`config.mk`:
```
export PLATFORM = sky130hd
export DESIGN_NAME = char_lcd_decimal_writer_unit
export DESIGN_NICKNAME = d
export VERILOG_FILES = /design/src/design/cldw_pkg.sv /design/src/design/cldw_dabble.sv /design/src/design/cldw_emit.sv /design/src/design/char_lcd_decimal_writer_unit.sv
export VERILOG_INCLUDE_DIRS = /design/src /design/src/design
export SDC_FILE = /design/constraint.sdc
export NUM_CORES = 1
export LEC_CHECK = 0
export BUFFER_PORTS_ARGS = -buffer_cell sky130_fd_sc_hd__buf_2
export CORE_ASPECT_RATIO = 1.5
export CORE_MARGIN = 4
export CORE_UTILIZATION = 55
export DETAILED_ROUTE_END_ITERATION = 16
export PLACE_DENSITY = 0.76
export SKIP_LAST_GASP = 1
export SYNTH_ARGS = -nofsm -noshare
export SYNTH_HDL_FRONTEND = slang
export SYNTH_SLANG_ARGS = --single-unit
```
`constraint.sdc`:
```
create_clock -name clock -period 12.42 [get_ports clock]
set_clock_uncertainty 0.2 [all_clocks]
set_input_delay 1.863 -clock clock [delete_from_list [all_inputs] [get_ports clock]]
set_output_delay 1.863 -clock clock [all_outputs]
set_load 0.02 [all_outputs]
```
`src/design/char_lcd_decimal_writer_unit_defines.svh`:
```
// assertion macros for the lcd decimal writer
`ifndef CHAR_LCD_DECIMAL_WRITER_UNIT_DEFINES_SVH
`define CHAR_LCD_DECIMAL_WRITER_UNIT_DEFINES_SVH

// same-cycle implication, checked out of reset
`define CLDW_ASSERT_NOW(label, ante, cons) \
   label: assert property (@(posedge clock) disable iff (reset) (ante) |-> (cons)) \
      else $error("cldw check failed");

// next-cycle implication, checked out of reset
`define CLDW_ASSERT_NEXT(label, ante, cons) \
   label: assert property (@(posedge clock) disable iff (reset) (ante) |=> (cons)) \
      else $error("cldw check failed");

`endif

```
`src/design/cldw_pkg.sv`:
```
// shared constants and types for the lcd decimal writer
`timescale 1ns / 1ps

package cldw_pkg;

   localparam int VALUE_WIDTH  = 32;
   localparam int VALUE_DIGITS = 10;
   localparam int MAX_DIGITS   = 10;
   localparam int ROW_WIDTH    = 2;
   localparam int COL_WIDTH    = 6;
   localparam int PAD_WIDTH    = 4;
   localparam int CNT_WIDTH    = $clog2(VALUE_WIDTH);

   localparam logic [7:0]           ADDR_CMD_BASE = 8'h80;
   localparam logic [7:0]           LINE2_OFFSET  = 8'h40;
   localparam logic [7:0]           ASCII_ZERO    = 8'h30;
   localparam logic [ROW_WIDTH-1:0] FIRST_ROW     = 2'd1;

   typedef enum logic [1:0] {
      ST_IDLE,
      ST_CONV,
      ST_EMIT
   } ctl_state_type;

   typedef enum logic [1:0] {
      EM_IDLE,
      EM_ADDR,
      EM_SKIP,
      EM_DIGIT
   } emit_state_type;

   typedef struct packed {
      logic [7:0]           addr;
      logic [PAD_WIDTH-1:0] pad;
   } emit_cmd_type;

endpackage

```
`src/design/cldw_dabble.sv`:
```
// bit-serial binary to bcd converter, one input bit per cycle
`timescale 1ns / 1ps

module cldw_dabble #(
   parameter int NUM_DIGITS = cldw_pkg::VALUE_DIGITS
) (
   input  logic                             clock,
   input  logic                             reset,
   input  logic                             start,
   input  logic [cldw_pkg::VALUE_WIDTH-1:0] value,
   output logic                             done,
   output logic [NUM_DIGITS*4-1:0]          bcd
);

   localparam int BW = NUM_DIGITS * 4;

   logic                             running_ff, running_in;
   logic                             done_ff, done_in;
   logic [cldw_pkg::CNT_WIDTH-1:0]   cnt_ff, cnt_in;
   logic [cldw_pkg::VALUE_WIDTH-1:0] value_ff, value_in;
   logic [BW-1:0]                    bcd_ff, bcd_in;
   logic [BW-1:0]                    adj;

   // add three to every digit of five or more before the shift
   always_comb begin
      for (int i = 0; i < NUM_DIGITS; i++) begin
         adj[i*4 +: 4] = (bcd_ff[i*4 +: 4] >= 4'd5) ? bcd_ff[i*4 +: 4] + 4'd3
                                                     : bcd_ff[i*4 +: 4];
      end
   end

   always_comb begin
      running_in = running_ff;
      done_in    = 1'b0;
      cnt_in     = cnt_ff;
      value_in   = value_ff;
      bcd_in     = bcd_ff;
      if (start) begin
         running_in = 1'b1;
         cnt_in     = cldw_pkg::CNT_WIDTH'(cldw_pkg::VALUE_WIDTH - 1);
         value_in   = value;
         bcd_in     = '0;
      end else if (running_ff) begin
         bcd_in   = {adj[BW-2:0], value_ff[cldw_pkg::VALUE_WIDTH-1]};
         value_in = {value_ff[cldw_pkg::VALUE_WIDTH-2:0], 1'b0};
         if (cnt_ff == '0) begin
            running_in = 1'b0;
            done_in    = 1'b1;
         end else begin
            cnt_in = cnt_ff - 1'b1;
         end
      end
   end

   always_ff @(posedge clock) begin
      if (reset) begin
         running_ff <= 1'b0;
         done_ff    <= 1'b0;
         cnt_ff     <= '0;
      end else begin
         running_ff <= running_in;
         done_ff    <= done_in;
         cnt_ff     <= cnt_in;
      end
      value_ff <= value_in;
      bcd_ff   <= bcd_in;
   end

   assign done = done_ff;
   assign bcd  = bcd_ff;

endmodule

```
`src/design/cldw_emit.sv`:
```
// byte sequencer: address command, then digits shifted out one nibble a cycle unless the receiver stalls
`timescale 1ns / 1ps

module cldw_emit #(
   parameter int MAX_DIGITS = cldw_pkg::MAX_DIGITS,
   parameter int NUM_DIGITS = cldw_pkg::VALUE_DIGITS
) (
   input  logic                          clock,
   input  logic                          reset,
   input  logic                          start,
   input  cldw_pkg::emit_cmd_type        cmd,
   input  logic [NUM_DIGITS*4-1:0]       bcd,
   output logic                          done,
   output logic                          rsp_valid,
   input  logic                          rsp_stall,
   output logic                          rsp_is_data,
   output logic [7:0]                    rsp_bus_byte,
   output logic                          rsp_last
);

   localparam int BW = NUM_DIGITS * 4;
   localparam int RW = $clog2(NUM_DIGITS + 1);

   cldw_pkg::emit_state_type state_ff, state_in;
   logic [BW-1:0] digits_ff, digits_in;
   logic [RW-1:0] remain_ff, remain_in;
   logic [RW-1:0] target_ff, target_in;
   logic          natural_ff, natural_in;
   logic [7:0]    addr_ff, addr_in;
   logic          rsp_valid_ff, rsp_valid_in;
   logic          rsp_is_data_ff, rsp_is_data_in;
   logic [7:0]    rsp_byte_ff, rsp_byte_in;
   logic          rsp_last_ff, rsp_last_in;
   logic          slot_free;
   logic [3:0]    top_digit;
   logic          skip;

   assign slot_free = !rsp_valid_ff || !rsp_stall;
   assign top_digit = digits_ff[BW-1 -: 4];
   // drop digits above the shown count, and leading zeros in natural mode
   assign skip = (remain_ff > target_ff) ||
                 (natural_ff && (top_digit == 4'd0) && (remain_ff > RW'(1)));

   always_comb begin
      state_in       = state_ff;
      digits_in      = digits_ff;
      remain_in      = remain_ff;
      target_in      = target_ff;
      natural_in     = natural_ff;
      addr_in        = addr_ff;
      rsp_valid_in   = rsp_valid_ff && rsp_stall;
      rsp_is_data_in = rsp_is_data_ff;
      rsp_byte_in    = rsp_byte_ff;
      rsp_last_in    = rsp_last_ff;
      done           = 1'b0;
      unique case (state_ff)
         cldw_pkg::EM_IDLE: begin
            if (start) begin
               digits_in  = bcd;
               remain_in  = RW'(NUM_DIGITS);
               natural_in = (cmd.pad == '0);
               target_in  = ((cmd.pad == '0) || (RW'(cmd.pad) > RW'(MAX_DIGITS)))
                            ? RW'(MAX_DIGITS) : RW'(cmd.pad);
               addr_in    = cmd.addr;
               state_in   = cldw_pkg::EM_ADDR;
            end
         end
         cldw_pkg::EM_ADDR: begin
            if (slot_free) begin
               rsp_valid_in   = 1'b1;
               rsp_is_data_in = 1'b0;
               rsp_byte_in    = addr_ff;
               rsp_last_in    = 1'b0;
               state_in       = cldw_pkg::EM_SKIP;
            end
         end
         cldw_pkg::EM_SKIP: begin
            if (skip) begin
               digits_in = {digits_ff[BW-5:0], 4'd0};
               remain_in = remain_ff - 1'b1;
               // a dropped nonzero digit means the remaining zeros are shown
               if (top_digit != 4'd0) begin
                  natural_in = 1'b0;
               end
            end else begin
               state_in = cldw_pkg::EM_DIGIT;
            end
         end
         cldw_pkg::EM_DIGIT: begin
            if (slot_free) begin
               rsp_valid_in   = 1'b1;
               rsp_is_data_in = 1'b1;
               rsp_byte_in    = cldw_pkg::ASCII_ZERO | {4'd0, top_digit};
               rsp_last_in    = (remain_ff == RW'(1));
               digits_in      = {digits_ff[BW-5:0], 4'd0};
               remain_in      = remain_ff - 1'b1;
               if (remain_ff == RW'(1)) begin
                  state_in = cldw_pkg::EM_IDLE;
                  done     = 1'b1;
               end
            end
         end
         default: begin
            state_in = cldw_pkg::EM_IDLE;
         end
      endcase
   end

   always_ff @(posedge clock) begin
      if (reset) begin
         state_ff     <= cldw_pkg::EM_IDLE;
         rsp_valid_ff <= 1'b0;
      end else begin
         state_ff     <= state_in;
         rsp_valid_ff <= rsp_valid_in;
      end
      digits_ff      <= digits_in;
      remain_ff      <= remain_in;
      target_ff      <= target_in;
      natural_ff     <= natural_in;
      addr_ff        <= addr_in;
      rsp_is_data_ff <= rsp_is_data_in;
      rsp_byte_ff    <= rsp_byte_in;
      rsp_last_ff    <= rsp_last_in;
   end

   assign rsp_valid    = rsp_valid_ff;
   assign rsp_is_data  = rsp_is_data_ff;
   assign rsp_bus_byte = rsp_byte_ff;
   assign rsp_last     = rsp_last_ff;

endmodule

```
`src/design/char_lcd_decimal_writer_unit.sv`:
```
// lcd decimal writer: set-address command then ascii digits of a 32-bit value
// order: the bit-serial bcd conversion runs first, then the address beat is sent; the first
// digit follows once the skipped positions are dropped, then one per cycle unless stalled
// requests: a new one is taken only once the last has run through the bit-serial bcd
// conversion and the nibble-wide output shifter; req_stall is high until then
// reset: synchronous, active high; returns to idle with no beat pending
`timescale 1ns / 1ps

`include "char_lcd_decimal_writer_unit_defines.svh"

module char_lcd_decimal_writer_unit #(
   parameter int MAX_DIGITS = cldw_pkg::MAX_DIGITS
) (
   input  logic                             clock,
   input  logic                             reset,
   input  logic                             req_valid,
   output logic                             req_stall,
   input  logic [cldw_pkg::ROW_WIDTH-1:0]   req_row_select,
   input  logic [cldw_pkg::COL_WIDTH-1:0]   req_column,
   input  logic [cldw_pkg::VALUE_WIDTH-1:0] req_value,
   input  logic [cldw_pkg::PAD_WIDTH-1:0]   req_pad_width,
   output logic                             rsp_valid,
   input  logic                             rsp_stall,
   output logic                             rsp_is_data,
   output logic [7:0]                       rsp_bus_byte,
   output logic                             rsp_last
);

   // enough digits for any 32-bit value so the natural count is always known
   localparam int NUM_DIGITS = (MAX_DIGITS > cldw_pkg::VALUE_DIGITS)
                               ? MAX_DIGITS : cldw_pkg::VALUE_DIGITS;

   cldw_pkg::ctl_state_type state_ff, state_in;
   cldw_pkg::emit_cmd_type  cmd_ff, cmd_in;
   logic                    accept;
   logic                    conv_done;
   logic                    emit_done;
   logic [NUM_DIGITS*4-1:0] bcd;

   assign accept = req_valid && !req_stall;

   always_comb begin
      state_in  = state_ff;
      cmd_in    = cmd_ff;
      req_stall = (state_ff != cldw_pkg::ST_IDLE);
      unique case (state_ff)
         cldw_pkg::ST_IDLE: begin
            if (req_valid) begin
               cmd_in.addr = cldw_pkg::ADDR_CMD_BASE + {2'd0, req_column} - 8'd1 +
                             ((req_row_select != cldw_pkg::FIRST_ROW)
                              ? cldw_pkg::LINE2_OFFSET : 8'd0);
               cmd_in.pad  = req_pad_width;
               state_in    = cldw_pkg::ST_CONV;
            end
         end
         cldw_pkg::ST_CONV: begin
            if (conv_done) begin
               state_in = cldw_pkg::ST_EMIT;
            end
         end
         cldw_pkg::ST_EMIT: begin
            if (emit_done) begin
               state_in = cldw_pkg::ST_IDLE;
            end
         end
         default: begin
            state_in = cldw_pkg::ST_IDLE;
         end
      endcase
   end

   always_ff @(posedge clock) begin
      if (reset) begin
         state_ff <= cldw_pkg::ST_IDLE;
      end else begin
         state_ff <= state_in;
      end
      cmd_ff <= cmd_in;
   end

   cldw_dabble #(
      .NUM_DIGITS (NUM_DIGITS)
   ) u_dabble (
      .clock (clock),
      .reset (reset),
      .start (accept),
      .value (req_value),
      .done  (conv_done),
      .bcd   (bcd)
   );

   cldw_emit #(
      .MAX_DIGITS (MAX_DIGITS),
      .NUM_DIGITS (NUM_DIGITS)
   ) u_emit (
      .clock        (clock),
      .reset        (reset),
      .start        (conv_done),
      .cmd          (cmd_ff),
      .bcd          (bcd),
      .done         (emit_done),
      .rsp_valid    (rsp_valid),
      .rsp_stall    (rsp_stall),
      .rsp_is_data  (rsp_is_data),
      .rsp_bus_byte (rsp_bus_byte),
      .rsp_last     (rsp_last)
   );

   `CLDW_ASSERT_NEXT(a_accept_starts_conv, accept, state_ff == cldw_pkg::ST_CONV)
   `CLDW_ASSERT_NOW(a_conv_done_in_conv, conv_done, state_ff == cldw_pkg::ST_CONV)
   `CLDW_ASSERT_NOW(a_emit_done_in_emit, emit_done, state_ff == cldw_pkg::ST_EMIT)
   `CLDW_ASSERT_NOW(a_last_is_digit, rsp_valid && rsp_last, rsp_is_data)

endmodule

```
==> metrics.txt <==
Worst VDD drop=0.0883 mV; max-slew violations=0; unique cell type count in the Yosys netlist=46; Worst EP required=12.27 ns; routed vias=4909; Initial Utilization=56.0%; wire length per cell=14.9 um; Worst Path Class, Setup=in2reg; commonest non-fill, non-tap cell in the layout=nand2_1; Setup TNS=0 ns; Die W=103 um; Worst-Margin Slew=0.868 ns; # setup viols final=0; Seq/Total Area, Yosys=58.3%; final wirelength=13400 um; hold_ws=0.224 ns; GRT Util Overall=18.2%; Post-route DRC=0; vias in the first global route=4956; CTS H-tree lvls=4; Final Worst Setup Slack=8.98 ns; Root Buffer=clkbuf_16; ratio of total power to cell area=161 nW/um^2; gr ovfl total=0; Leakage Power=3.36 nW; GP Congestion=0.825; dpl ws=8.56 ns; Synth warnings=0; run status=finished clean; Synth Area in Compound Gates=7.67%; fmax=291 MHz; layout cell share with drive strength beyond 1=19.5%; die area=15600 sq um; post-CTS setup buffer count=0; synthesized flop and latch total=163; grt met1 use=20.8%; first-pass detailed-route iteration total=4; post-cts hold buffer count=0; I/O pin count=60; routing usage on met2=32.6%; total clock buffers created by CTS=17; M3 GR Usage=4.84%; fill count=1041; Synth Net Count=747; critical path endpoint category=flop; total power=1.37 mW; Simple-Gate Fraction of Synth Area=13.9%; Nets=804; insertion delay to the later sink of the worst-skew pair=0.42 ns; period utilization=27.7%; Diodes inserted=0; RSZ-0062 raised after global routing=false; top cells by area, synth=edfxtp_1 (44%), dfxtp_1 (14%), nand2_1 (6.0%); worst path arrival time=3.29 ns; die height=151 um; core footprint=13400 sq um; hpwl dp=8990 um; CTS tree=built; post-route minimum period=3.44 ns; row count=52; post-synthesis xor/xnor area fraction=3.50%; CTS sink cnt=163; largest family of logic cells by synthesized area=simple AND/OR/NAND/NOR gates; most crowded layer after global routing=met2; Final Hold Viols=0; Synth Area in Adders=5.51%; post-synth top area cell=edfxtp_1; Hold Path Class=reg2reg; CP Max Fanout=60; Mapped Area=7500 sq um; Yosys top cell area share=44.4%; area grow syn2layout=13.4%; mux cell area share after synthesis=7.87%; # port buffers=59; CP startpoint kind=input pin; antenna violations before repair=1; clock transition at the registers of the reported paths=0.06 ns; mean post-synth cell area=11.3 sq um; clock tree buffer depth=2; Slew Limit Headroom=42.2%; max-cap viol count=0; # resized after CTS=0; FFs w/ async S/R, synth=0%; drt via density=5.47; DR iter-0 viols=259; Detail Route Antenna Nets=0; first-pass GRT wire length=22400 um; most frequent cells in the layout=nand2_1 (120), edfxtp_1 (111), buf_2 (59), dfxtp_1 (51), a21oi_1 (43); number of enable flip-flop cells after synthesis=111; pin count of the biggest net entering global routing=70; Mapped Cells=666; Top FF cell, synth=edfxtp_1
-- state kept, by name, summed over array words and instances (netlist names) --
register and count:
u_emit.natural_ff 1, u_emit.state_ff 2, u_emit.rsp_bus_byte 8, u_dabble.value_ff 32, u_dabble.done 1, u_emit.rsp_last 1, u_emit.remain_ff 4, state_ff 2
u_emit.digits_ff 40, u_emit.rsp_valid 1, u_emit.target_ff 4, u_dabble.bcd 40, cmd_ff 12, u_dabble.cnt_ff 5, u_dabble.running_ff 1, u_emit.rsp_is_data 1
u_emit.addr_ff 8
-- power breakdown --
part	internal, mW	switching, mW	total, mW
clock	0.277	0.216	0.492
combinational	0.0575	0.113	0.171
sequential	0.679	0.0293	0.708
-- area by class of cell --
type | count | area, sq um | area share, %
Clock buffer | 17 | 425 | 5.00
Clock inverter | 14 | 131 | 1.55
Inverter | 35 | 131 | 1.55
Multi-Input combinational cell | 441 | 2900 | 34.1
Sequential cell | 163 | 4380 | 51.5
Tap cell | 162 | 203 | 2.38
Timing Repair Buffer | 65 | 340 | 4.00
-- per-layer routing --
metal | up-vias | wire (um)
met5 | - | 13
met4 | 2 | 158
met3 | 15 | 568
met2 | 105 | 7430
met1 | 2364 | 5190
li1 | 2423 | -
-- worst paths after layout --
kind                                           from              endpoint  slack [ns]  depth (start not counted)
worst max-delay path                      req_valid             cmd_ff[3]        8.98                          5
worst min-delay path                      cmd_ff[7]     u_emit.addr_ff[3]        0.22                          0
worst max register to register  u_emit.remain_ff[2]  u_emit.digits_ff[30]        9.91                          7
worst min register to register            cmd_ff[7]     u_emit.addr_ff[3]        0.22                          0
-- per-stage QoR --
| stage | utilization (%) | std cells | instance area, sq um |
|---|---|---|---|
| detailed placement | 59.3 | 866 | 7950 |
| global route | 63.4 | 897 | 8500 |
| CTS | 63.4 | 897 | 8500 |
| floorplan | - | 666 | 7500 |
| finish | 63.4 | 897 | 8500 |
| global placement | 59.3 | 866 | 7950 |
-- critical path: stages --
cell	delay [ns]
buf_2	0.09
nand2_1	0.05
buf_4	0.25
inv_2	0.37
buf_4	0.61
-- cells in the mapped netlist, types with 2 or more instances --
master / n
or2_2: 3
dfxtp_1: 52
ha_1: 33
nand2b_1: 33
nor3_1: 5
xor2_1: 4
o21ai_0: 23
o211ai_1: 9
nor4_1: 2
edfxtp_1: 111
or3_1: 2
mux2_1: 3
and2_1: 3
o21a_1: 2
and3_1: 2
nand3_1: 21
buf_2: 6
mux2i_1: 14
clkbuf_1: 17
nor2b_1: 5
nor2_1: 25
xnor2_1: 26
a21o_1: 9
nand2_1: 120
inv_1: 34
a21oi_1: 44
mux2_2: 37
buf_1: 3
-- logic make-up after synthesis --
logic type | after synthesis
buf+inv | 62
compound gates | 97
fa+ha+maj | 33
xor+xnor | 30
mux | 54
flops | 163
simple gates | 227
Power figures use the tool's default switching activity.
